$ cat config.mk
export PLATFORM = sky130hd
export DESIGN_NAME = node_status_link_tracker_core
export DESIGN_NICKNAME = d
export VERILOG_FILES = /design/src/rtl/core/nslt_pkg.sv /design/src/rtl/core/node_status_link_tracker_core.sv /design/src/rtl/core/nslt_frame_decode.sv /design/src/rtl/core/nslt_seq_tracker.sv /design/src/rtl/core/nslt_link_monitor.sv
export SDC_FILE = /design/constraint.sdc
export NUM_CORES = 1
export LEC_CHECK = 0
export BUFFER_PORTS_ARGS = -buffer_cell sky130_fd_sc_hd__buf_2
export CAP_MARGIN = 20
export CORE_AREA = 2 2 240 183
export CTS_BUF_LIST = sky130_fd_sc_hd__clkbuf_16
export CTS_CLUSTER_DIAMETER = 40
export DETAILED_ROUTE_END_ITERATION = 8
export DIE_AREA = 0 0 242 185
export PLACE_DENSITY = 0.65
export SETUP_SLACK_MARGIN = 0.5
export SLEW_MARGIN = 20
export SYNTH_ARGS = -nofsm -noshare
export SYNTH_HDL_FRONTEND = slang
export SYNTH_SLANG_ARGS = --single-unit
$ cat constraint.sdc
create_clock -name clk -period 7.7 [get_ports clk]
set_input_delay 0.385 -clock clk [delete_from_list [all_inputs] [get_ports clk]]
set_output_delay 0.385 -clock clk [all_outputs]
set_load 0.02 [all_outputs]
$ cat src/rtl/core/nslt_pkg.sv
// Shared types, widths, register codes and helper functions for the node status link tracker.
// Has no dependencies; every module of the block imports it.
package nslt_pkg;

	localparam int InDataWidth   = 144;
	localparam int OutDataWidth  = 128;
	localparam int CfgIndexWidth = 2;
	localparam int CfgDataWidth  = 16;
	localparam int TimeoutWidth  = 16;
	localparam int ConfirmWidth  = 4;

	localparam logic [TimeoutWidth-1:0] TimeoutReset = 16'd1500;
	localparam logic [ConfirmWidth-1:0] ConfirmReset = 4'd3;

	typedef enum logic [CfgIndexWidth-1:0] {
		CFG_TIMEOUT = 2'd0,
		CFG_CONFIRM = 2'd1
	} cfg_reg_t;

	typedef enum logic [1:0] {
		LINK_NONE = 2'd0,
		LINK_DOWN = 2'd1,
		LINK_UP   = 2'd2
	} link_event_t;

	typedef struct packed {
		logic frame;
		logic tick;
	} step_t;

	typedef struct packed {
		logic [10:0] node_id;
		logic [15:0] speed_rpm;
		logic [15:0] setpoint_rpm;
		logic [4:0]  bus_volts;
		logic [7:0]  temperature;
		logic [3:0]  node_mode;
		logic [3:0]  fault_bits;
		logic [7:0]  sequence_number;
	} frame_t;

	// Exact for every byte value: floor(b * 205 / 2048) equals floor(b / 10) below 1029.
	function automatic logic [4:0] div10_byte(input logic [7:0] b);
		logic [15:0] prod;
		prod = {8'd0, b} * 16'd205;
		return prod[15:11];
	endfunction

endpackage

$ cat src/rtl/core/node_status_link_tracker_core.sv
// Node status link tracker: one input register, the update logic, and the state that doubles
// as the result register. Each item passes the input register, then the result register.
// Throughput is one item per cycle while results are taken; the output stage frees itself in the cycle it is taken.
// Reset clears all state but the input data, sets the node offline and loads the default timeout and confirm count.
// Depends on nslt_pkg, nslt_frame_decode, nslt_seq_tracker and nslt_link_monitor.
module node_status_link_tracker_core (
	input  logic                                  clk,
	input  logic                                  arst_n,
	input  logic                                  s_axis_tvalid,
	output logic                                  s_axis_tready,
	// frame_id, payload, now_ms, heartbeat_ms, zero fill
	input  logic [nslt_pkg::InDataWidth-1:0]      s_axis_tdata,
	// opcode
	input  logic                                  s_axis_tuser,
	output logic                                  m_axis_tvalid,
	input  logic                                  m_axis_tready,
	// node_id, speed rpm, setpoint rpm, bus_volts, temperature, node_mode, fault nibble,
	// sequence_number, frame_count, missed frames, node_online, link_event, zero fill
	output logic [nslt_pkg::OutDataWidth-1:0]     m_axis_tdata,
	input  logic                                  cfg_valid,
	output logic                                  cfg_ready,
	input  logic [nslt_pkg::CfgIndexWidth-1:0]    cfg_index,
	input  logic [nslt_pkg::CfgDataWidth-1:0]     cfg_data
);
	import nslt_pkg::*;

	logic                    valid_s1;
	logic                    opcode_s1;
	logic [10:0]             frame_id_s1;
	logic [63:0]             payload_s1;
	logic [31:0]             now_s1;
	logic [31:0]             hb_s1;
	logic                    out_valid_q;
	logic [TimeoutWidth-1:0] timeout_q;
	logic [ConfirmWidth-1:0] confirm_q;
	frame_t                  last_frame_q;

	logic                    load;
	step_t                   step;
	frame_t                  decoded;
	logic                    unseed;
	logic                    node_online;
	link_event_t             link_event;
	logic [31:0]             frame_count;
	logic [15:0]             missed_count;

	assign cfg_ready     = 1'b1;
	assign load          = valid_s1 && (!out_valid_q || m_axis_tready);
	assign s_axis_tready = !valid_s1 || load;
	assign step.frame    = load && !opcode_s1;
	assign step.tick     = load && opcode_s1;

	always_ff @(posedge clk or negedge arst_n) begin
		if (!arst_n) begin
			timeout_q <= TimeoutReset;
			confirm_q <= ConfirmReset;
		end else if (cfg_valid) begin
			unique case (cfg_index)
				CFG_TIMEOUT: timeout_q <= cfg_data[TimeoutWidth-1:0];
				CFG_CONFIRM: confirm_q <= cfg_data[ConfirmWidth-1:0];
				default: ;
			endcase
		end
	end

	always_ff @(posedge clk or negedge arst_n) begin
		if (!arst_n) begin
			valid_s1    <= 1'b0;
			out_valid_q <= 1'b0;
		end else begin
			if (s_axis_tready) begin
				valid_s1 <= s_axis_tvalid;
			end
			if (load) begin
				out_valid_q <= 1'b1;
			end else if (m_axis_tready) begin
				out_valid_q <= 1'b0;
			end
		end
	end

	always_ff @(posedge clk) begin
		if (s_axis_tvalid && s_axis_tready) begin
			opcode_s1   <= s_axis_tuser;
			frame_id_s1 <= s_axis_tdata[10:0];
			payload_s1  <= s_axis_tdata[74:11];
			now_s1      <= s_axis_tdata[106:75];
			hb_s1       <= s_axis_tdata[138:107];
		end
	end

	always_ff @(posedge clk or negedge arst_n) begin
		if (!arst_n) begin
			last_frame_q <= '0;
		end else if (step.frame) begin
			last_frame_q <= decoded;
		end
	end

	nslt_frame_decode u_decode (
		.frame_id (frame_id_s1),
		.payload  (payload_s1),
		.fields   (decoded)
	);

	nslt_seq_tracker u_seq (
		.clk             (clk),
		.arst_n          (arst_n),
		.step            (step),
		.sequence_number (decoded.sequence_number),
		.unseed          (unseed),
		.frame_count     (frame_count),
		.missed_count    (missed_count)
	);

	nslt_link_monitor u_link (
		.clk           (clk),
		.arst_n        (arst_n),
		.step          (step),
		.now_ms        (now_s1),
		.heartbeat_ms  (hb_s1),
		.timeout       (timeout_q),
		.confirm_count (confirm_q),
		.node_online   (node_online),
		.link_event    (link_event),
		.went_offline  (unseed)
	);

	assign m_axis_tvalid = out_valid_q;
	assign m_axis_tdata  = {5'd0, link_event, node_online, missed_count, frame_count,
		last_frame_q.sequence_number, last_frame_q.fault_bits, last_frame_q.node_mode,
		last_frame_q.temperature, last_frame_q.bus_volts, last_frame_q.setpoint_rpm,
		last_frame_q.speed_rpm, last_frame_q.node_id};

`ifndef SYNTH
	a_up_means_online: assert property (@(posedge clk) disable iff (!arst_n)
		(out_valid_q && link_event == LINK_UP) |-> node_online)
		else $error("Online event reported while the node is offline.");

	a_down_means_offline: assert property (@(posedge clk) disable iff (!arst_n)
		(out_valid_q && link_event == LINK_DOWN) |-> !node_online)
		else $error("Offline event reported while the node is online.");

	a_frame_no_event: assert property (@(posedge clk) disable iff (!arst_n)
		step.frame |=> (link_event == LINK_NONE && out_valid_q))
		else $error("A status frame produced a link event or no result.");

	a_online_stable_on_frame: assert property (@(posedge clk) disable iff (!arst_n)
		step.frame |=> $stable(node_online))
		else $error("A status frame changed the link state.");
`endif

endmodule

$ cat src/rtl/core/nslt_frame_decode.sv
// Unpacks the identifier and the eight data bytes of a status frame into named fields.
// Depends on nslt_pkg for the frame structure and the divide-by-ten helper.
module nslt_frame_decode (
	input  logic [10:0]       frame_id,
	input  logic [63:0]       payload,
	output nslt_pkg::frame_t  fields
);
	import nslt_pkg::*;

	always_comb begin
		fields.node_id         = frame_id;
		fields.speed_rpm       = payload[15:0];
		fields.setpoint_rpm    = payload[31:16];
		fields.bus_volts       = div10_byte(payload[39:32]);
		fields.temperature     = payload[47:40];
		fields.node_mode       = payload[51:48];
		fields.fault_bits      = payload[55:52];
		fields.sequence_number = payload[63:56];
	end

endmodule

$ cat src/rtl/core/nslt_seq_tracker.sv
// Counts status frames and frames lost to gaps in the modulo-256 sequence byte.
// Depends on nslt_pkg for the step control structure.
module nslt_seq_tracker (
	input  logic                clk,
	input  logic                arst_n,
	input  nslt_pkg::step_t     step,
	input  logic [7:0]          sequence_number,
	input  logic                unseed,
	output logic [31:0]         frame_count,
	output logic [15:0]         missed_count
);
	import nslt_pkg::*;

	logic [7:0]  prev_seq_q;
	logic        seeded_q;
	logic [31:0] frames_q;
	logic [15:0] lost_q;
	logic [7:0]  gap;

	assign gap = sequence_number - prev_seq_q;

	always_ff @(posedge clk or negedge arst_n) begin
		if (!arst_n) begin
			prev_seq_q <= '0;
			seeded_q   <= 1'b0;
			frames_q   <= '0;
			lost_q     <= '0;
		end else if (step.frame) begin
			frames_q <= frames_q + 32'd1;
			if (!seeded_q) begin
				prev_seq_q <= sequence_number;
				seeded_q   <= 1'b1;
			end else if (gap != 8'd0) begin
				if (gap > 8'd1) begin
					lost_q <= lost_q + {8'd0, gap} - 16'd1;
				end
				prev_seq_q <= sequence_number;
			end
		end else if (unseed) begin
			seeded_q <= 1'b0;
		end
	end

	assign frame_count  = frames_q;
	assign missed_count = lost_q;

endmodule

$ cat src/rtl/core/nslt_link_monitor.sv
// Heartbeat supervision: declares the node offline on timeout and online after fresh heartbeats.
// Depends on nslt_pkg for the step structure, the event codes and the register widths.
module nslt_link_monitor (
	input  logic                                  clk,
	input  logic                                  arst_n,
	input  nslt_pkg::step_t                       step,
	input  logic [31:0]                           now_ms,
	input  logic [31:0]                           heartbeat_ms,
	input  logic [nslt_pkg::TimeoutWidth-1:0]     timeout,
	input  logic [nslt_pkg::ConfirmWidth-1:0]     confirm_count,
	output logic                                  node_online,
	output nslt_pkg::link_event_t                 link_event,
	output logic                                  went_offline
);
	import nslt_pkg::*;

	logic                    offline_q;
	logic [ConfirmWidth-1:0] cnt_q;
	logic [31:0]             prev_hb_q;
	link_event_t             event_q;

	logic [31:0]             age;
	logic [31:0]             spacing;
	logic                    timed_out;
	logic                    fresh;
	logic                    spaced_out;
	logic [ConfirmWidth-1:0] base;
	logic [ConfirmWidth-1:0] bumped;
	logic                    offline_d;
	logic [ConfirmWidth-1:0] cnt_d;
	link_event_t             event_d;

	always_comb begin
		age        = now_ms - heartbeat_ms;
		spacing    = heartbeat_ms - prev_hb_q;
		timed_out  = age >= {{(32-TimeoutWidth){1'b0}}, timeout};
		fresh      = offline_q && (heartbeat_ms != prev_hb_q);
		spaced_out = (prev_hb_q != 32'd0) &&
			(spacing >= {{(32-TimeoutWidth){1'b0}}, timeout});
		base       = spaced_out ? '0 : cnt_q;
		bumped     = (base < confirm_count) ? base + ConfirmWidth'(1) : base;
		offline_d  = offline_q;
		cnt_d      = cnt_q;
		event_d    = LINK_NONE;
		if (timed_out) begin
			cnt_d = '0;
			if (!offline_q) begin
				offline_d = 1'b1;
				event_d   = LINK_DOWN;
			end
		end else if (fresh) begin
			if (bumped >= confirm_count) begin
				offline_d = 1'b0;
				cnt_d     = '0;
				event_d   = LINK_UP;
			end else begin
				cnt_d = bumped;
			end
		end
	end

	always_ff @(posedge clk or negedge arst_n) begin
		if (!arst_n) begin
			offline_q <= 1'b1;
			cnt_q     <= '0;
			prev_hb_q <= '0;
			event_q   <= LINK_NONE;
		end else begin
			if (step.tick) begin
				offline_q <= offline_d;
				cnt_q     <= cnt_d;
				prev_hb_q <= heartbeat_ms;
				event_q   <= event_d;
			end else if (step.frame) begin
				event_q <= LINK_NONE;
			end
		end
	end

	assign went_offline = step.tick && timed_out && !offline_q;
	assign node_online  = !offline_q;
	assign link_event   = event_q;

endmodule
# Word level (Yosys, flattened, before mapping)
# Cells that the tools add are included.
totals:
  reg_bits: 330
op_classes:
  order_cmp: 5
  reduce_logical: 28
  mux: 20
  eq_ne: 3
  multipliers: 1
  addsub: 7
op_table:
  columns: ["operator", "count"]
  rows:
  - ["32-bit by 16-bit >= comparator with 1-bit output", 2]
  - ["32-bit subtractor", 2]
  - ["32-bit by 1-bit adder with 32-bit output (second input constant)", 1]
  - ["32-bit != test", 1]
  - ["32-bit nonzero test", 1]
  - ["4-bit 2-to-1 mux", 5]
  - ["16-bit by 8-bit adder with 16-bit output", 1]
  - ["8-bit by 8-bit multiplier with 16-bit output (second input constant)", 1]
  - ["8-bit 2-to-1 mux", 2]
  - ["16-bit by 1-bit subtractor with 16-bit output (second input constant)", 1]
  - ["2-bit 2-to-1 mux", 5]
  - ["2-bit nonzero test", 5]
  - ["8-bit by 1-bit greater-than comparator with 1-bit output (second input constant)", 1]
  - ["1-bit logical AND", 8]
  - ["1-bit 2-to-1 mux", 8]
  - ["2-bit AND reduction", 4]
  - ["8-bit nonzero test", 1]
  - ["8-bit subtractor", 1]
  - ["4-bit by 1-bit adder with 4-bit output (second input constant)", 1]
  - ["4-bit >= comparator", 1]
  - ["1-bit logical NOT", 4]
  - ["4-bit < comparator", 1]
  - ["4-bit AND reduction", 1]
  - ["3-bit AND reduction", 1]
  - ["other kinds (4)", 5]

# Depth between registers and ports, before layout
# Gate-level depths: netlist of the first run.
depth:
  depth_word: 11
  depth_mapped: 35
  depth_no_buf: 35

# Hierarchy
# From an unflattened synthesis of the first run, not the netlist that was laid out.
hier_totals:
  hier_cells: 1750
  area_unflattened_um2: 19892.8
by_module_without_submodules:
  columns: ["mod", "instances", "seq_area_each_um2", "area_per_inst_um2", "cells_per_inst"]
  rows:
  - ["node_status_link_tracker_core", 1, 6567.5, 8167.8, 354]
  - ["nslt_link_monitor", 1, 977.2, 6538.8, 861]
  - ["nslt_seq_tracker", 1, 1426.4, 3580.9, 360]
  - ["nslt_frame_decode", 1, 0.0, 1605.3, 175]

# Least setup slack after synthesis of the first run
# Ideal clock, no wire load.
synth_timing:
  kind: "register to register"
  from: "register u_link.prev_hb_q[1]"
  to: "register u_link.cnt_q[0]"
  setup_time_ps: 66
  path_slack_ps: 1719
  stages_incl_launch_ff: 32
  n_path_buf: 0
  t_required_ps: 7634
  t_arrival_ps: 5916
  cell_sequence: "dfrtp_1 -> inv_1 -> ha_1 -> nor2b_1 -> o21bai_4 -> a211oi_1 -> nor3_1 -> o31ai_1 -> xor2_1 -> ha_1 -> nand4_1 -> nor2_1 -> nor3_1 -> o211ai_1 -> or4_4 -> nor4_2 -> o2111ai_1 -> o21ai_2 -> and2_1 -> ha_1 -> a221oi_1 -> a21oi_1 -> xnor2_1 -> inv_1 -> ha_1 -> nand2b_1 -> a21o_1 -> a21o_1 -> a21oi_1 -> nand2_1 -> nor2_1 -> a22o_1"
synth_via:
  elab_chain_cells: 10
  elab_cells_between_ends: 16
synth_lines:
  columns: ["item", "line", "source"]
  rows:
  - ["start: declaration", "nslt_link_monitor.sv:19", "logic [31:0] prev_hb_q;"]
  - ["start signal: assignment", "nslt_link_monitor.sv:72", "prev_hb_q <= heartbeat_ms;"]
  - ["32-bit subtractor", "nslt_link_monitor.sv:35", "spacing = heartbeat_ms - prev_hb_q;"]
  - ["32-bit by 16-bit >= comparator with 1-bit output", "nslt_link_monitor.sv:39", "(spacing >= {{(32-TimeoutWidth){1'b0}}, timeout});"]
  - ["1-bit logical AND", "nslt_link_monitor.sv:38", "spaced_out = (prev_hb_q != 32'd0) &&"]
  - ["4-bit 2-to-1 mux", "nslt_link_monitor.sv:40", "base = spaced_out ? '0 : cnt_q;"]
  - ["4-bit by 1-bit adder with 4-bit output or 4-bit < comparator (tied branches)", "nslt_link_monitor.sv:41", "bumped = (base < confirm_count) ? base + ConfirmWidth'(1) : base;"]
  - ["4-bit 2-to-1 mux", "nslt_link_monitor.sv:41", null]
  - ["4-bit >= comparator", "nslt_link_monitor.sv:52", "if (bumped >= confirm_count) begin"]
  - ["4-bit 2-to-1 mux", "nslt_link_monitor.sv:52", null]
  - ["4-bit 2-to-1 mux", "nslt_link_monitor.sv:51", "end else if (fresh) begin"]
  - ["4-bit 2-to-1 mux", "nslt_link_monitor.sv:45", "if (timed_out) begin"]
  - ["end signal: assignment", "nslt_link_monitor.sv:71", "cnt_q <= cnt_d;"]
  - ["end: declaration", "nslt_link_monitor.sv:18", "logic [ConfirmWidth-1:0] cnt_q;"]
# Parallel ways exist; a longest one is shown, timed or not. The select of a mux whose other input is x is not followed.
# A chain may end at the register's enable or synchronous reset.

# Final worst setup path of the first run
layout_timing:
  from: "register hb_s1[0]"
  to: "register u_link.cnt_q[2]"
layout_via:
  elab_chain_cells: 10
  elab_cells_between_ends: 17
layout_lines:
  columns: ["item", "line", "source"]
  rows:
  - ["start: declaration", "node_status_link_tracker_core.sv:32", "logic [31:0] hb_s1;"]
  - ["start signal: assignment", "node_status_link_tracker_core.sv:88", "hb_s1 <= s_axis_tdata[138:107];"]
  - ["32-bit subtractor", "nslt_link_monitor.sv:35", null]
  - ["32-bit by 16-bit >= comparator with 1-bit output", "nslt_link_monitor.sv:39", null]
  - ["1-bit logical AND", "nslt_link_monitor.sv:38", null]
  - ["4-bit 2-to-1 mux", "nslt_link_monitor.sv:40", null]
  - ["4-bit by 1-bit adder with 4-bit output or 4-bit < comparator (tied branches)", "nslt_link_monitor.sv:41", null]
  - ["4-bit 2-to-1 mux", "nslt_link_monitor.sv:41", null]
  - ["4-bit >= comparator", "nslt_link_monitor.sv:52", null]
  - ["4-bit 2-to-1 mux", "nslt_link_monitor.sv:52", null]
  - ["4-bit 2-to-1 mux", "nslt_link_monitor.sv:51", null]
  - ["4-bit 2-to-1 mux", "nslt_link_monitor.sv:45", null]
# Parallel ways exist; a longest one is shown, timed or not. The select of a mux whose other input is x is not followed.

==> results.md, run 1 <==
- The most common cell after layout, fill and taps aside is sky130_fd_sc_hd__nand2_1.
- The routed design could run at a clock period as short as 6.76 ns.
- After detailed routing, the number of remaining DRC violations is 0.
- The buffer depth of the longest clock path is 3.
- The kind of capture point of the worst setup path is a flop.
- Global routing finished with a remaining overflow of 0.
- The number of nets in the final layout is 2683.
- The gate count after technology mapping is 1891.
- The most prevalent standard cell on the critical path is sky130_fd_sc_hd__ha_1.
- The slowest stage of the critical path belongs to the cell sky130_fd_sc_hd__or4_4.
- In this run the clock root is driven by a sky130_fd_sc_hd__clkbuf_16.
- At the worst endpoint, the arrival time is 7.27 ns.
- Row generation in the floorplan step produced 66 rows.
- The static leakage is 11.4 nW.
- Derived from the worst setup path, the maximum achievable clock frequency is 148 MHz.
- Combinational logic burns 36.7% of the power.
- The overall routed net length is 51600 µm.
- The detail route stage leaves a number of antenna-violating nets equal to 0.
- The sequential-to-total area share from yosys stat is 47.6%.
- Of all nets on the critical path, the largest fanout is 5.
- The number of detailed-route iterations in the first pass is 6.
- The net switching power of the design is 2.56 mW.
- The placeable core region is 42600 µm².
- The maximum number of pins on one net before global-route repair is 82.
- Among all flip-flop cells after synthesis, the most frequent one is sky130_fd_sc_hd__dfrtp_1.
- For this run, asynchronously set or reset flops after synthesis account for 57.6%.
- In the routed layout, each cell is associated on average with a via count of 5.26.
- Relative to the synthesized area, the layout overhead comes to 27.3%.
- VDD sags by at most 0.229 mV.
- The die span in x is 242 µm.
- The sequential cell area is 8970 µm².
- The final HPWL from detailed placement is 36700 µm.
- The power consumption is 7.06 mW.
- Once the floorplan was initialized, standard cells occupied 44.3% of the core.
- The proportion of total power due to net switching is 36.3%.
- The number of fillers in the final layout is 3698.
- Of the available clock period, the critical path in the final layout requires 87.9%.
- The flow ran to the end, and the final reports show no timing, DRC or antenna violations.
- On the worst path, the slowest cell contributes a delay of 0.45 ns.
- The worst hold path class is primary input to flop.
- The die area is 44800 µm².
- The share of total power in sequential cells is 32.3%.
- The number of synthesized flops with an enable pin is 140.
- Cells with a size suffix above 1 make up 18.4% of the layout.
- STA puts the critical path data required time at 8.21 ns.
- The sink count of the clock tree is 330.
- The internal power contribution is 4.50 mW.
- The initial antenna violation count was 2.
- The cell area that synthesis handed to floorplanning was 18900 µm².
- The average size of a mapped cell is 9.97 µm².
- From bottom edge to top edge, the die measures 185 µm.
- The later pin in the worst-skew pair is clocked with a latency of 0.58 ns.
- The total number of vias is 15500.
- Timing analysis after detailed placement gives a worst setup slack of 0.778 ns.
- The final number of hold-violating endpoints is 0.
- After detailed routing, the average wire length per cell comes to 17.5 µm.
- After the first detailed-routing iteration, the DRC count stood at 1052.
- TritonCTS built the clock tree.
- In the post-route analysis, the smallest setup slack over all paths is 0.935 ns.
- The part of the total power dissipated in the clock network is 31.0%.
- The multi-input gate area in the final layout is 8960 µm².
- Synthesis inferred 330 register bits.
- The overall routing resource usage is 22.6%.
- The critical path in this run is classified as flop to flop.
- Across the run, the number of max-cap violations was 0.
- Summed over all failing endpoints, the final setup total negative slack is 0 ns.
- At the pin with the least slew margin, the transition time is 0.966 ns.
- The first global-routing pass estimated 80800 µm of wire.
- The ratio of total power to cell area is 294 nW/µm².
- In the layout the commonest cells are 354 x sky130_fd_sc_hd__nand2_1, 286 x sky130_fd_sc_hd__buf_2, 186 x sky130_fd_sc_hd__inv_1.
- After clock tree synthesis, the clock-pin slew on the worst setup and hold paths is 0.06 ns.
- The congestion estimate from routability-driven global placement came to 0.942.
- The count of pins over their slew limit is 0.
- Setup repair after global routing left no endpoint under its margin.
- Counting distinct cell types in the post-synthesis netlist gives 85.
- Between clock sinks in the finished design, the worst skew comes to 0.0219 ns.
- Clock tree synthesis inserted a total of 46 buffers.
- During synthesis, Yosys emitted a total of 0 warnings.
- The final setup violation count is 0.
- The critical path startpoint category is a flop.
- Buffers placed on the I/O ports in this run total 287.
- The number of global-route vias before repair was 15300.
- 299 I/O pins were placed.
- Measured against its own limit, the worst slew margin works out to 35.6%.
- CTS built an H-tree with a depth of 2.
## worst max-delay path, delay by kind of cell, from the launching register on
kind | cells | cell delay (ns)
AOI/OAI and AO/OA | 14 | 2.46
xor gates and xnor gates | 2 | 0.44
adders and majority gates | 5 | 1.45
buffers and inverters | 2 | 0.14
DFF | 1 | 0.35
and+or+nand+nor | 9 | 1.85
## repair_timing
action / CTS / global route
hold buffers: 149 / 0
hold endpoints to repair: 207 / 0
gates resized for setup: 0 / 5
setup buffers: 0 / 0
setup endpoints to repair: 0 / 6
## kinds of logic after synthesis
| logic type | count (synthesis) | share of synthesized area [%] |
|---|---|---|
| AO/OA/AOI/OAI | 387 | 13.2 |
| XOR/XNOR | 98 | 4.59 |
| adder cells (fa/ha/maj) | 189 | 13.1 |
| buffers and inverters | 246 | 5.18 |
| flip-flops | 330 | 47.6 |
| multiplexers | 26 | 1.49 |
| other | 2 | 0.0398 |
| AND/OR/NAND/NOR | 613 | 14.8 |
## power groups by stage
stage	registers (mW)	logic, mW	clock network [mW]
floorplan	2.44	1.67	0
global placement	2.30	2.41	0
detailed placement	2.30	2.50	0
CTS	2.28	2.57	2.24
global route	2.31	2.90	2.31
finish	2.28	2.59	2.19
## path summary, 6_finish.rpt
path                                         from                     to  slack (ns)  depth (start not counted)
min in group asynchronous                  arst_n  u_seq.frame_count[28]        0.34                          2
max in group asynchronous                  arst_n    u_link.prev_hb_q[5]        6.00                          3
worst min-delay path            s_axis_tdata[132]              hb_s1[25]        0.05                          1
worst max-delay path                     hb_s1[0]        u_link.cnt_q[2]        0.94                         32
worst min register to register     payload_s1[50]       m_axis_tdata[58]        0.43                          2
worst max register to register           hb_s1[0]        u_link.cnt_q[2]        0.94                         32
## through the flow
stage               cells  area (µm²)  utilization, %  hold WS, ns
finish               2944       24000            56.3       0.0476
global route         2943       24000            56.3       0.0252
CTS                  2940       23900            56.2      0.00500
detailed placement   2706       20800            48.9        0.407
global placement     2706       20800            48.9        0.404
floorplan            1895       18900               -       0.0894
## routing by layer
layer	vias up	GRT usage (%)	part of all wire, %
li1	7459	-	-
met1	7471	31.6	47
met2	476	35.4	45
met3	88	4.30	6.1
met4	0	7.36	2.5
met5	-	0	0
## cells in the mapped netlist, types with 15 or more instances
cell / n / area share (%)
sky130_fd_sc_hd__a21o_1: 40 / 1.6
sky130_fd_sc_hd__a21oi_1: 91 / 2.4
sky130_fd_sc_hd__and3_1: 15 / 0.50
sky130_fd_sc_hd__clkbuf_1: 43 / 0.86
sky130_fd_sc_hd__dfrtp_1: 180 / 24
sky130_fd_sc_hd__edfxtp_1: 140 / 22
sky130_fd_sc_hd__fa_1: 15 / 1.6
sky130_fd_sc_hd__ha_1: 174 / 12
sky130_fd_sc_hd__inv_1: 182 / 3.6
sky130_fd_sc_hd__mux2_2: 16 / 0.96
sky130_fd_sc_hd__nand2_1: 354 / 7.0
sky130_fd_sc_hd__nand2b_1: 15 / 0.50
sky130_fd_sc_hd__nand3_1: 30 / 0.80
sky130_fd_sc_hd__nand4_1: 26 / 0.86
sky130_fd_sc_hd__nor2_1: 69 / 1.4
sky130_fd_sc_hd__nor3_1: 25 / 0.66
sky130_fd_sc_hd__o21a_1: 18 / 0.72
sky130_fd_sc_hd__o21ai_0: 118 / 3.1
sky130_fd_sc_hd__xnor2_1: 68 / 3.2
sky130_fd_sc_hd__xor2_1: 29 / 1.3
## final cells by class
cell class | instances | area share, %
flip-flops and latches | 330 | 37.4
repair buffers | 447 | 12.7
inverters | 182 | 2.85
clock buffers | 48 | 5.01
multi-input cells | 1319 | 37.4
well taps | 578 | 3.01
diodes | 3 | 0.0313
clock inverters | 37 | 1.70
## registers in the layout (all words and copies together), names as in the netlist, 2 cells and up
register	count
u_seq.frame_count	32
u_link.prev_hb_q	32
m_axis_tdata	72
u_seq.missed_count	16
u_link.cnt_q	4
confirm_q	4
u_seq.prev_seq_q	8
u_link.link_event	2
payload_s1	64
now_s1	32
timeout_q	16
frame_id_s1	11
hb_s1	32
(Power assumes the default switching activity.)
==> inputs of run 2 (changes only) <==
--- a/config.mk
+++ b/config.mk
@@ -5,13 +5,14 @@
 export SDC_FILE = /design/constraint.sdc
 export NUM_CORES = 1
 export LEC_CHECK = 0
+export ABC_AREA = 1
 export BUFFER_PORTS_ARGS = -buffer_cell sky130_fd_sc_hd__buf_2
 export CAP_MARGIN = 20
-export CORE_AREA = 2 2 240 183
+export CORE_AREA = 2 2 243 185
 export CTS_BUF_LIST = sky130_fd_sc_hd__clkbuf_16
 export CTS_CLUSTER_DIAMETER = 40
 export DETAILED_ROUTE_END_ITERATION = 8
-export DIE_AREA = 0 0 242 185
+export DIE_AREA = 0 0 245 187
 export PLACE_DENSITY = 0.65
 export SETUP_SLACK_MARGIN = 0.5
 export SLEW_MARGIN = 20
==> constraint.sdc (replaced) <==
create_clock -name clk -period 6.4 [get_ports clk]
set_input_delay 0.32 -clock clk [delete_from_list [all_inputs] [get_ports clk]]
set_output_delay 0.32 -clock clk [all_outputs]
set_load 0.02 [all_outputs]
==> results.md, run 2 <==
- The minimum setup slack after placement was 0.747 ns (-0.0316 ns).
- The startpoint identified for the worst hold timing path is m_axis_tready.
- For this run, the leading register cell type out of synthesis is sky130_fd_sc_hd__dfrtp_1.
- The largest incremental delay on the critical path came to 0.42 ns (-0.03 ns).
- The maximum level of the CTS H-tree is 2 (unchanged).
- The total number of vias was 16400 (+5.8%).
- The number of synthesized flops with an enable pin is 140 (unchanged).
- The library cell used most frequently in the layout, excluding fill and tap cells, is sky130_fd_sc_hd__nand2_1.
- The effective utilization at floorplan came to 44.1% (-0.19 points).
- The share of cells above drive strength 1 came to 15.2% (-3.2 points).
- The slack of the worst reg-to-reg path is 1.07 ns (+0.13 ns).
- The kind of cell adding the most delay to the critical path is simple AND/OR/NAND/NOR gates.
- The number of nets in the final layout came to 3093 (+15%).
- The height of the die is 187 µm (+1.1%).
- The maximum frequency from static timing analysis came to 188 MHz (+27%).
- The buffer depth of the longest clock path is 3 (unchanged).
- The run finished with clean final reports.
- The total overflow reported by the global router was 0 (unchanged).
- The final setup TNS is 0 ns (unchanged).
- The final number of hold-violating endpoints is 0 (unchanged).
- The kind of capture point of the worst setup path is a flop.
- The cell chosen for the clock root is sky130_fd_sc_hd__clkbuf_16.
- The instance count on the critical path is 37 (+16%).
- Sorting the synthesized cells by how often they occur yields 690 x sky130_fd_sc_hd__nand2_1, 399 x sky130_fd_sc_hd__inv_1, 180 x sky130_fd_sc_hd__dfrtp_1.
- The wire length of the first global-routing pass is 85800 µm (+6.2%).
- The gate count after technology mapping is 2277 (+20%).
- The overall routing resource usage is 23.8% (+1.2 points).
- The TritonCTS buffer count is 46 (unchanged).
- The final setup skew is 0.0125 ns (-0.00932 ns).
- The ratio of total power to cell area was 381 nW/µm² (+29%).
- The synthesis warning total is 0 (unchanged).
- The flip-flop count of the largest register, all copies and words added came to 72 (unchanged).
- The sink count of the clock tree is 330 (unchanged).
- The maximum number of pins on one net before global-route repair is 85 (+3.7%).
- The power consumption is 9.37 mW (+33%).
- The initial antenna violation count came to 2 (unchanged).
- The worst hold path class is primary input to flop.
- The path with the worst hold slack has its endpoint at m_axis_tvalid.
- The type of the worst setup path is flop to flop.
- The per-cell routed wire length is 16.1 µm (-8.0%).
- The maximum fanout along the worst path is 5 (unchanged).
- The register bit total from synthesis is 330 (unchanged).
- The most numerous cell type found on the critical path is sky130_fd_sc_hd__nand2_1.
- The die area came to 45800 µm² (+2.3%).
- The critical path startpoint category is a flop.
- The number of detailed-route iterations in the first pass was 8 (+2).
- In the post-synthesis netlist, the biggest area contributors are sky130_fd_sc_hd__dfrtp_1 23%, sky130_fd_sc_hd__edfxtp_1 22%, sky130_fd_sc_hd__nand2_1 13%, sky130_fd_sc_hd__ha_1 11%, sky130_fd_sc_hd__inv_1 7.8%.
- Leaving out fill and tap cells, the most frequent cells in the layout are 689 x sky130_fd_sc_hd__nand2_1, 404 x sky130_fd_sc_hd__inv_1, 286 x sky130_fd_sc_hd__buf_2.
- The reg-to-reg startpoint is hb_s1[0].
- The cell area after synthesis came to 19300 µm² (+2.5%).
- The worst endpoint required time came to 6.91 ns (-1.30 ns).
- The clock insertion delay at the later pin of the skew report is 0.57 ns (about the same).
- TritonCTS built the clock tree.
- The number of buffer cells added on primary ports is 287 (unchanged).
- The count of pins over their slew limit is 0 (unchanged).
- The transition at the pin with the smallest max-transition slack is 0.887 ns (-0.0792 ns).
- The growth of design area from synthesis to finish is 27.4%.
- The number of remaining DRC errors is 0 (unchanged).
- The number of fillers in the final layout was 3904 (+5.6%).
- The portion of synthesized cell area occupied by the leading cell type is 23.3% (-0.57 points).
- The sequential-to-total area share from yosys stat is 46.4% (-1.1 points).
- The worst-case reg-to-reg path depth was 37 (+16%).
- The worst path setup slack after routing is 1.07 ns (+0.132 ns).
- The average size of a mapped cell is 8.48 µm² (-15%).
- The number of buffers inserted to repair setup after CTS is 0 (unchanged).
- The clock edge transition at the registers on the reported setup and hold paths is 0.06 ns (about the same).
- The total of max-cap violations is 0 (unchanged).
- The final HPWL from detailed placement is 40700 µm (+11%).
- The number of global-route vias before repair is 15900 (+4.2%).
- The proportion of register bits with asynchronous set or reset after synthesis is 57.6% (unchanged).
- The cell with the biggest individual delay on the critical path is sky130_fd_sc_hd__fa_1.
- The final period demand of the worst path came to 5.33 ns (-1.43 ns).
- The number of placement rows was 67 (+1.5%).
- The data arrival time at the worst-slack endpoint was 5.84 ns (-1.43 ns).
- The placer congestion estimate is 0.935 (-0.80%).
- The worst voltage drop across the vdd grid is 0.250 mV (+8.9%).
- The dominant cell type by area after synthesis is sky130_fd_sc_hd__dfrtp_1.
- The share of the cycle needed by the critical path after routing is 83.3% (-4.5 points).
- The critical register-to-register path endpoint is u_link.cnt_q[0].
- The worst max-slew margin expressed relative to the limit is 40.9% (+5.3 points).
- The number of antenna-violating nets in the routed design is 0 (unchanged).
- The routed via count divided by cell count is 4.87 (-7.4%).
- By instance count, the leading cell after synthesis is sky130_fd_sc_hd__nand2_1.
- The top-level I/O count is 299 (unchanged).
- The combined buffer and inverter count along the critical path is 5 (+3).
- The hold path depth came to 4 (+3).
- The final setup violation count came to 0 (unchanged).
- The number of distinct library cells after synthesis is 50 (-41%).
- The overall routed net length was 54200 µm (+5.1%).
- The placeable core region came to 43800 µm² (+2.9%).
- Setup repair after global routing left no endpoint under its margin.
- The static leakage is 13.0 nW (+14%).
- The die span in x is 245 µm (+1.2%).
- The iteration-0 DRC count of the detailed router was 1330 (+26%).
==> run 2: cell count changes after synthesis, moves of 14 or more <==
cell	change
sky130_fd_sc_hd__a21oi_1	+18
sky130_fd_sc_hd__nand3_1	+44
sky130_fd_sc_hd__xor2_1	+32
sky130_fd_sc_hd__nand2b_1	-15
sky130_fd_sc_hd__o21ai_0	-18
sky130_fd_sc_hd__a21o_1	-34
sky130_fd_sc_hd__and3_1	-14
sky130_fd_sc_hd__nor2_1	+61
sky130_fd_sc_hd__mux2_2	-16
sky130_fd_sc_hd__xnor2_1	-40
sky130_fd_sc_hd__clkbuf_1	-24
sky130_fd_sc_hd__o21a_1	-17
sky130_fd_sc_hd__nand2_1	+336
sky130_fd_sc_hd__inv_1	+217
==> run 2: logic make-up after synthesis <==
logic type               share of synthesized area (%)
other                                           0.0389
buffers and inverters                             8.65
AO/OA/AOI/OAI                                     6.91
flip-flops                                        46.4
AND/OR/NAND/NOR                                   21.1
XOR/XNOR                                          4.03
adder cells (fa/ha/maj)                           12.8
==> run 2: where the power goes <==
part | switching (mW) | internal, mW | leakage, nW
logic | 2.44 | 1.42 | 8.45
clock network | 1.06 | 1.60 | 0.822
registers | 0.227 | 2.62 | 3.68
total | 3.73 | 5.65 | 13.0
==> run 2: cell type report <==
class                      instances  area, µm²  area share, %
sequential                       330       8970           36.4
clock inverter                    40        470           1.91
tap                              586        733           2.98
timing repair buffer             444       3000           12.2
multi-input combinational       1514       8780           35.7
inverter                         400       1510           6.12
antenna                            2       5.00         0.0203
clock buffer                      46       1150           4.68
==> run 2: worst register-to-register path, delay by kind of cell (launching register included) <==
family / cells / cell delay [ns]
buf+inv: 5 / 0.42
simple gates: 19 / 1.91
flops: 1 / 0.39
fa+ha+maj: 5 / 1.42
xor+xnor: 1 / 0.17
compound gates: 7 / 0.97
==> run 2: metrics by stage <==
| stage | util [%] | instances | hold slack (ns) | instance area, µm² |
|---|---|---|---|---|
| after floorplan | - | 2281 | 0.0244 | 19300 |
| after global placement | 48.8 | 3124 | 0.416 | 21400 |
| after detailed placement | 48.8 | 3124 | 0.425 | 21400 |
| after CTS | 56.0 | 3360 | 0.0103 | 24500 |
| after global routing | 56.2 | 3362 | 0.0247 | 24600 |
| final | 56.2 | 3362 | 0.0378 | 24600 |
==> run 2: per-layer routing <==
metal	track usage (%)	part of all wire (%)	vias to the layer above	routed length, µm
li1	-	-	8204	-
met1	34.6	48	7614	26100
met2	35.6	43	489	23200
met3	5.14	6.8	79	3690
met4	6.82	2.4	0	1310
met5	0	0	-	0
==> run 2: how the worst max path moves through the flow <==
| stage | start | to | slack, ns |
|---|---|---|---|
| after floorplan | hb_s1[0] | u_link.cnt_q[3] | 1.77 |
| after global placement | hb_s1[13] | u_link.cnt_q[0] | 0.72 |
| after detailed placement | hb_s1[13] | u_link.cnt_q[0] | 0.75 |
| after CTS | hb_s1[0] | u_link.cnt_q[0] | 0.70 |
| after global routing | hb_s1[0] | u_link.cnt_q[0] | 0.51 |
| final | hb_s1[0] | u_link.cnt_q[0] | 1.07 |
==> run 2: repair_timing <==
action	CTS	global route
hold buffers	150	0
endpoints found under the hold margin	227	0
resized for setup	0	20
setup endpoints to repair	0	6
==> inputs of run 3 (changes only) <==
==> constraint.sdc (replaced) <==
create_clock -name clk -period 5.5 [get_ports clk]
set_input_delay 0.275 -clock clk [delete_from_list [all_inputs] [get_ports clk]]
set_output_delay 0.275 -clock clk [all_outputs]
set_load 0.02 [all_outputs]
==> results.md, run 3 (synthesis gave the netlist of run 2 again) <==
- The run finished with clean final reports.
- The worst setup path is launched from a flop.
- The share of the cycle needed by the critical path after routing is 93.6% (+10 points).
- The final setup violation count is 0 (unchanged).
- The maximum fanout along the worst path was 5 (unchanged).
- The ratio of total power to cell area was 431 nW/µm² (+13%).
- The final design instance area without fill is 25500 µm² (+3.5%).
- TritonCTS built the clock tree.
- The total of max-cap violations is 0 (unchanged).
- The number of nets in the final layout was 3165 (+2.3%).
- The slowest stage of the critical path belongs to the cell sky130_fd_sc_hd__edfxtp_1.
- The count of pins over their slew limit is 0 (unchanged).
- The initial antenna violation count is 6 (+4).
- The overall routing resource usage was 24.3% (+0.47 points).
- The most prevalent standard cell on the critical path is sky130_fd_sc_hd__nand2_1.
- The iteration-0 DRC count of the detailed router was 1185 (-11%).
- The die area was 45800 µm² (unchanged).
- The number of detailed-route iterations in the first pass is 6 (-2).
- The number of placement rows is 67 (unchanged).
- The share of cells above drive strength 1 came to 20.0% (+4.8 points).
- The height of the die is 187 µm (unchanged).
- The number of buffer cells added on primary ports came to 287 (unchanged).
- The number of global-route vias before repair was 16100 (+1.2%).
- The worst voltage drop across the vdd grid was 0.346 mV (+38%).
- The critical path in this run is classified as flop to flop.
- The final period demand of the worst path is 5.15 ns (-0.183 ns).
- The maximum number of pins on one net before global-route repair was 113 (+33%).
- The path class of the tightest hold or removal check is primary input to flop.
- The final number of hold-violating endpoints is 0 (unchanged).
- The placed cell area is 21600 µm² (+1.1%).
- The number of fillers in the final layout is 3848 (-1.4%).
- Setup repair after global routing could not meet its margin everywhere.
- The clock edge transition at the registers on the reported setup and hold paths is 0.06 ns (about the same).
- The routed via count divided by cell count was 4.87 (about the same).
- The core utilization of the finished layout is 58.1% (+1.9 points).
- The final setup skew is 0.0126 ns (+0.0000562 ns).
- The maximum frequency from static timing analysis came to 194 MHz (+3.6%).
- The transition at the pin with the smallest max-transition slack is 1.09 ns (+0.208 ns).
- The static leakage came to 13.3 nW (+2.6%).
- The sink count of the clock tree came to 330 (unchanged).
- The growth of design area from synthesis to finish is 31.8%.
- The wire length of the first global-routing pass is 87200 µm (+1.7%).
- The power consumption was 11.0 mW (+17%).
- The top-level I/O count is 299 (unchanged).
- The flip-flop count of the largest register, all copies and words added is 72 (unchanged).
- The total number of vias came to 16700 (+2.1%).
- The library cell used most frequently in the layout, excluding fill and tap cells, is sky130_fd_sc_hd__nand2_1.
- The number of remaining DRC errors is 0 (unchanged).
- The total overflow reported by the global router is 0 (unchanged).
- The number of antenna-violating nets in the routed design is 0 (unchanged).
- The maximum level of the CTS H-tree is 2 (unchanged).
- The final HPWL from detailed placement is 40900 µm (+0.46%).
- The library cells used most frequently in the layout, excluding fill and tap cells, are 647 x sky130_fd_sc_hd__nand2_1, 389 x sky130_fd_sc_hd__inv_1, 286 x sky130_fd_sc_hd__buf_2.
- The placer congestion estimate is 0.938 (+0.32%).
- The clock insertion delay at the later pin of the skew report is 0.58 ns (about the same).
- The worst max-slew margin expressed relative to the limit is 27.0% (-14 points).
- The largest incremental delay on the critical path is 0.45 ns (+0.03 ns).
- The placeable core region was 43800 µm² (unchanged).
- The TritonCTS buffer count came to 43 (-6.5%).
- The buffer depth of the longest clock path was 3 (unchanged).
- The tree is rooted in a sky130_fd_sc_hd__clkbuf_16.
- The per-cell routed wire length is 16.3 µm (+0.87%).
- The overall routed net length is 55900 µm (+3.0%).
- The data arrival time at the worst-slack endpoint is 5.66 ns (-0.18 ns).
- The die span in x is 245 µm (unchanged).
- The effective utilization at floorplan is 44.1% (unchanged).
- The worst endpoint required time is 6.01 ns (-0.90 ns).
- The worst setup path is captured at a flop.
run 3: cell count changes in the layout (fill, tap and decap cells not counted), moves of 11 or more:
cell                      previous run  this run
sky130_fd_sc_hd__inv_2               2        18
sky130_fd_sc_hd__inv_1             404       389
sky130_fd_sc_hd__ha_1              172       157
sky130_fd_sc_hd__ha_4                0        15
sky130_fd_sc_hd__buf_4               7        71
sky130_fd_sc_hd__nand2_2             3        34
sky130_fd_sc_hd__nand2_4             1        12
sky130_fd_sc_hd__nand2_1           689       647
run 3: path summary, 6_finish.rpt:
check                              startpoint                    to  slack, ns  cells after the start
worst min-delay path                cfg_valid          confirm_q[0]       0.21                      3
worst max register to register       hb_s1[3]       u_link.cnt_q[0]       0.35                     36
worst max-delay path                 hb_s1[3]       u_link.cnt_q[0]       0.35                     36
min in group asynchronous              arst_n      m_axis_tdata[13]       0.29                      2
worst min register to register  payload_s1[4]      m_axis_tdata[15]       0.44                      2
max in group asynchronous              arst_n  u_link.prev_hb_q[12]       3.89                      3
run 3: power breakdown:
part / switching [mW] / leakage [nW] / internal [mW] / total [mW]
Sequential: 0.279 / 3.68 / 3.05 / 3.33
Combinational: 2.98 / 8.89 / 1.89 / 4.87
Clock: 1.22 / 0.722 / 1.54 / 2.77
Total: 4.48 / 13.3 / 6.48 / 11.0
run 3: cell type report:
class	count	area [µm²]	area share [%]
well taps	586	733	2.88
inverters	400	1510	5.92
diodes	5	12.5	0.0491
multi-input cells	1514	9220	36.2
clock buffers	43	1080	4.22
clock inverters	37	360	1.41
flip-flops and latches	330	8970	35.2
repair buffers	519	3590	14.1
run 3: per-layer routing:
layer,share of wire (%),track usage (%),vias to the layer above
met5,0.023,0,-
met4,2.6,7.55,2
met3,5.5,3.62,94
met1,48,35.9,7827
met2,44,36.7,470
li1,-,-,8330
run 3: critical path: cells and delay by family, from the launching register on:
family | cells | cell delay, ns
buffers and inverters | 4 | 0.29
adders and majority gates | 4 | 1.07
DFF | 1 | 0.45
and+or+nand+nor | 21 | 2.06
xor gates and xnor gates | 1 | 0.16
AOI/OAI and AO/OA | 6 | 1.05
run 3: stage by stage:
stage / setup WS (ns) / TNS [ns] / instances / hold slack [ns]
finish: 0.350 / 0 / 3434 / 0.207
floorplan: 0.865 / 0 / 2281 / -0.0206
detailed placement: -0.0977 / -0.325 / 3156 / 0.410
global route: -0.0220 / -0.0220 / 3434 / 0.229
CTS: 0.504 / 0 / 3404 / 0.172
global placement: 0.0369 / 0 / 3156 / 0.402
run 3: what timing repair did:
action                                 CTS  global route
cloned                                   0             0
setup endpoints to repair                6             6
hold buffers                           159             0
setup buffers                            9            24
endpoints found under the hold margin  251             0
resized for setup                       43            89
pin swaps                               18            55
